**src/rtl/aspfp_pkg.sv**
```systemverilog
// ----------------------------------------------------------------------------
// aspfp_pkg
// Shared types and character codes for the ASCII setpoint frame parser.
// ----------------------------------------------------------------------------
package aspfp_pkg;

  localparam int unsigned FrameLen  = 6;
  localparam int unsigned NumValues = 5;
  localparam int unsigned ValueW    = 19;

  typedef logic signed [ValueW-1:0] value_t;
  typedef logic [2:0]               byte_idx_t;
  typedef logic [7:0]               char_t;

  localparam char_t CharStart    = 8'h73;  // 's'
  localparam char_t CharMinus    = 8'h2D;  // '-'
  localparam char_t CharDigit0   = 8'h30;  // '0'
  localparam char_t CharRoll     = 8'h72;  // 'r'
  localparam char_t CharPitch    = 8'h70;  // 'p'
  localparam char_t CharThrottle = 8'h6F;  // 'o'
  localparam char_t CharYaw      = 8'h79;  // 'y'
  localparam char_t CharAltitude = 8'h67;  // 'g'

  localparam byte_idx_t LastIdx = byte_idx_t'(FrameLen - 1);

  typedef enum logic [2:0] {
    SLOT_ROLL     = 3'd0,
    SLOT_PITCH    = 3'd1,
    SLOT_THROTTLE = 3'd2,
    SLOT_YAW      = 3'd3,
    SLOT_ALTITUDE = 3'd4,
    SLOT_NONE     = 3'd7
  } slot_t;

  // Maps a selector letter to the holding register it addresses.
  function automatic slot_t slot_of(input char_t c);
    slot_t s;
    case (c)
      CharRoll:     s = SLOT_ROLL;
      CharPitch:    s = SLOT_PITCH;
      CharThrottle: s = SLOT_THROTTLE;
      CharYaw:      s = SLOT_YAW;
      CharAltitude: s = SLOT_ALTITUDE;
      default:      s = SLOT_NONE;
    endcase
    return s;
  endfunction

  // Unchecked digit: byte minus '0', range -48..207.
  function automatic value_t digit_of(input char_t c);
    return value_t'($signed({1'b0, c})) - value_t'($signed({1'b0, CharDigit0}));
  endfunction

endpackage

```
**src/rtl/ascii_setpoint_frame_parser_core.sv**
```systemverilog
// ----------------------------------------------------------------------------
// ascii_setpoint_frame_parser_core
// Parses 's'-framed ASCII setpoint commands into five held setpoint registers.
// ----------------------------------------------------------------------------
// One byte enters per beat and produces one result beat: the five held
// setpoints after that byte and a flag that is high when the byte closed a
// frame. The held setpoint registers double as the
// output register, so a new byte is taken in every cycle in which the
// previous result is taken or no result is pending. The byte 's' always opens
// a new frame; the sixth byte after it closes the frame and updates the
// register picked by the first byte (r, p, o, y, g) with the signed four-digit
// value that follows the sign byte. Digits are not range checked.
module ascii_setpoint_frame_parser_core
  import aspfp_pkg::*;
(
  input  logic                clk,
  input  logic                rst,
  input  logic                rx_valid,
  output logic                rx_ready,
  input  logic [7:0]          rx_byte,
  output logic                out_valid,
  input  logic                out_ready,
  output logic signed [18:0]  roll_value,
  output logic signed [18:0]  pitch_value,
  output logic signed [18:0]  throttle_value,
  output logic signed [18:0]  yaw_value,
  output logic signed [18:0]  altitude_value,
  output logic                frame_done
);

  logic      frame_open;
  byte_idx_t byte_index;
  char_t     frame_bytes [FrameLen-1];
  value_t    held_values [NumValues];

  logic      accept;
  logic      is_start;
  logic      is_last;
  value_t    magnitude;
  value_t    frame_value;
  slot_t     slot;

  assign rx_ready = !out_valid || out_ready;
  assign accept   = rx_valid && rx_ready;
  assign is_start = (rx_byte == CharStart);
  assign is_last  = frame_open && !is_start && (byte_index == LastIdx);

  // The closing byte is the last digit and is used straight from the input.
  always_comb begin
    magnitude = digit_of(frame_bytes[2]) * value_t'(1000)
              + digit_of(frame_bytes[3]) * value_t'(100)
              + digit_of(frame_bytes[4]) * value_t'(10)
              + digit_of(rx_byte);
    frame_value = (frame_bytes[1] == CharMinus) ? -magnitude : magnitude;
    slot = slot_of(frame_bytes[0]);
  end

  always_ff @(posedge clk) begin
    if (rst) begin
      frame_open <= 1'b0;
      byte_index <= '0;
      out_valid  <= 1'b0;
      frame_done <= 1'b0;
      for (int k = 0; k < NumValues; k++) begin
        held_values[k] <= '0;
      end
    end else begin
      if (out_valid && out_ready) begin
        out_valid <= 1'b0;
      end
      if (accept) begin
        out_valid  <= 1'b1;
        frame_done <= is_last;
        if (is_start) begin
          frame_open <= 1'b1;
          byte_index <= '0;
        end else if (frame_open) begin
          if (is_last) begin
            frame_open <= 1'b0;
            byte_index <= '0;
            if (slot != SLOT_NONE) begin
              held_values[slot] <= frame_value;
            end
          end else begin
            byte_index <= byte_index + byte_idx_t'(1);
          end
        end
      end
    end
  end

  // Frame byte store: payload only, the last byte is never stored.
  always_ff @(posedge clk) begin
    if (accept && frame_open && !is_start && !is_last) begin
      frame_bytes[byte_index] <= rx_byte;
    end
  end

  assign roll_value     = held_values[SLOT_ROLL];
  assign pitch_value    = held_values[SLOT_PITCH];
  assign throttle_value = held_values[SLOT_THROTTLE];
  assign yaw_value      = held_values[SLOT_YAW];
  assign altitude_value = held_values[SLOT_ALTITUDE];

endmodule

```
**config.mk**
```make
export PLATFORM = sky130hd
export DESIGN_NAME = ascii_setpoint_frame_parser_core
export DESIGN_NICKNAME = d
export VERILOG_FILES = /design/src/rtl/aspfp_pkg.sv /design/src/rtl/ascii_setpoint_frame_parser_core.sv
export SDC_FILE = /design/constraint.sdc
export NUM_CORES = 1
export LEC_CHECK = 0
export BUFFER_PORTS_ARGS = -buffer_cell sky130_fd_sc_hd__buf_2
export CELL_PAD_IN_SITES_DETAIL_PLACEMENT = 0
export CELL_PAD_IN_SITES_GLOBAL_PLACEMENT = 2
export CORE_MARGIN = 2
export CORE_UTILIZATION = 26
export DETAILED_ROUTE_END_ITERATION = 6
export GPL_ROUTABILITY_DRIVEN = 1
export HOLD_SLACK_MARGIN = 0.02
export PLACE_DENSITY = 0.63
export SLEW_MARGIN = 10
export SYNTH_ARGS = -nofsm -noshare
export SYNTH_HDL_FRONTEND = slang
export SYNTH_SLANG_ARGS = --single-unit
```
**constraint.sdc**
```tcl
create_clock -name clk -period 7.2 [get_ports clk]
set_input_delay 0.36 -clock clk [delete_from_list [all_inputs] [get_ports clk]]
set_output_delay 0.36 -clock clk [all_outputs]
set_load 0.05 [all_outputs]
```
==> reports/metrics.csv <==
metric;value;unit
Hold WC Path Type;primary input to flop;
FF-to-FF path depth;27;
reg2reg start;frame_bytes[2][5]$_DFFE_PP_;
DRT Pass-1 Iters;4;
Max Fclk;0.145;GHz
WL final;24.1;mm
Chip Height;199;µm
CP max FO;5;
Starting DRT DRC Count;231;
Pins Over Slew Limit;0;
H-Tree Depth;4;
vias in the first global route;6789;
EDFF count, synth;135;
first-pass GRT wire length;37.7;mm
non-filler instance count after layout;1563;
Fillers;3881;
Initial Util;26.4;%
Worst VDD drop;0.000153;V
syn nets;1052;
die area;39800;µm²
register area share after synthesis;42.0;%
kind of end point of the critical path;flop;
Detail Route Antenna Nets;0;
r2r endpoint;held_values[3][18]$_SDFFCE_PN0P_;
Critical path origin;frame_bytes[2][5]$_DFFE_PP_;
global route overflow;0;
number of remaining DRC errors;0;
synth cell count leaders;edfxtp_1, inv_1, nor2_1;
initial antenna violation count;0;
Mapped Area;9940;µm²
fin crit period;6910;ps
Max-Cap Viols;0;
CP Class;flop to flop;
CP Launch Type;flop;
Mean Syn Cell Area;11.4;µm²
FF+latch count, synth;141;
Routability Congestion;0.786;
Root Driver;clkbuf_16;
via count;6585;
Bufs on Longest Clock Path;2;
Area Growth Syn to Fin;25.0;%
PortBufs;109;
routed len/inst;15.4;µm
Worst-Margin Slew;1160;ps
Hold Fails Final Rpt;0;
post-synth top area share;40.8;%
CTS Buf Count;17;
placed instance area;11400;µm²
dpl hpwl;19.3;mm
Tcrit/Tclk final;95.9;%
power per standard cell area;175;nW/µm²
Yosys warning total;0;
Worst Path Required;7450;ps
CTS tree;done;
Worst-path clk slew;70;ps
asr flop ratio synth;0;%
slew margin rel.;23.0;%
Leak Pwr;5.31;nW
WP data arrival;7160;ps
vias per std cell;4.21;
n_diodes;0;
endpoints failing setup;0;
IO Count;110;
Top FF cell, synth;edfxtp_1;
setup TNS;0;ps
Synth area leader;edfxtp_1;
final instance area;12400;µm²
largest net degree at the start of global routing;21;
# clock sinks;141;
CORE AREA;37700;µm²
status;finished, final reports clean;
Post-Route Utilization;33.0;%
nets@finish;1222;
Worst-Skew Late Latency;430;ps
Reg2Reg Setup Slack;290;ps
Mapped Cells;869;
share of layout cells above drive strength 1;26.0;%
clock skew;15.6;ps
largest cells by area after synthesis;edfxtp_1, fa_1, ha_1;
hold_ws;196;ps
most instantiated library cell after synthesis;edfxtp_1;
Critical Path Sink;held_values[3][18]$_SDFFCE_PN0P_;
FP Rows;71;
Cell variety after synth;71;
Die Width;199;µm
placed cells;1518;
GRT Overall Usage;12.5;%
## sequential cells by signal (all words and copies together), names as in the netlist
name and count:
frame_bytes 40, byte_index 3, out_valid 1, held_values 95, frame_done 1, frame_open 1
## stage by stage
step | power, W | worst slack [ps]
after floorplan | 0.00120 | 82.8
after CTS | 0.00219 | 6.32
after global routing | 0.00226 | -23.7
after global placement | 0.00132 | 53.4
after detailed placement | 0.00132 | -29.1
final | 0.00218 | 292
## how the worst min path moves through the flow
stage                                  from                          end  slack (ps)  cells past startpoint
finish                             rx_valid       out_valid$_SDFFE_PP0P_         200                      3
global placement    frame_done$_SDFFE_PP0P_      frame_done$_SDFFE_PP0P_         450                      2
CTS                                rx_valid       out_valid$_SDFFE_PP0P_         170                      3
detailed placement  frame_done$_SDFFE_PP0P_      frame_done$_SDFFE_PP0P_         450                      2
global route                       rx_valid       out_valid$_SDFFE_PP0P_         200                      3
floorplan                        rx_byte[0]  frame_bytes[0][0]$_DFFE_PP_         460                      0
## cell usage in the layout (no fill, tap or decap), drive strengths merged, types with 11 or more instances in the layout
cell,count
buf,164
inv,138
edfxtp,135
nor2,129
ha,105
fa,66
a21oi,41
xnor2,39
xor2,36
nand2,24
clkbuf,18
o21ai,18
a21o,15
nor3,11
## worst max-delay path, cell delays in order (launching register included)
cell and delay, ps:
edfxtp_1 490, ha_4 220, xor2_2 160, inv_2 80, ha_4 230, xnor2_2 130, fa_1 470, inv_1 50
fa_1 520, inv_1 50, fa_1 490, inv_2 50, ha_4 160, a2111o_1 330, a31oi_4 190, buf_6 130
xnor2_2 60, fa_1 500, fa_1 510, inv_1 60, ha_4 170, a2111oi_2 320, a21oi_1 120, xor2_1 200
nor3_2 300, a41oi_2 160, xnor3_2 450, nor2_1 120
## report_power, final
group	switching (W)	total (W)	internal, W
Clock	0.000382	0.000873	0.000490
Combinational	0.000261	0.000372	0.000111
Sequential	0.0000103	0.000935	0.000924
## cell families (layout without fill, tap and decap cells)
logic type	count (synthesis)	after routing	synth area share (%)
xor+xnor	76	76	7.19
other cells	1	1	0.0377
flops	141	141	42.0
simple gates	223	223	10.7
mux	2	2	0.201
buf+inv	145	328	5.49
compound gates	110	110	7.85
fa+ha+maj	171	171	26.5
## area by class of cell
class | instances | area (µm²) | area share, %
multi-input cells | 583 | 5550 | 44.7
flip-flops and latches | 141 | 4170 | 33.6
repair buffers | 164 | 977 | 7.87
well taps | 511 | 639 | 5.15
inverters | 132 | 495 | 3.99
clock buffers | 18 | 429 | 3.46
clock inverters | 14 | 155 | 1.25
## timing repair
action,CTS,global route
setup buffers,7,7
pin swaps,10,42
hold buffers,0,0
gates resized for setup,9,51
endpoints found under the setup margin,5,25
## metal layers
metal  share of wire (%)  track usage, %  vias up
met2                  47            20.5      110
met1                  49            17.2     3180
met3                 4.0            2.30       13
li1                    -               -     3282
met5                   0               0        -
met4                0.85            2.88        0
Note: power is estimated with default switching activity, not from simulation.
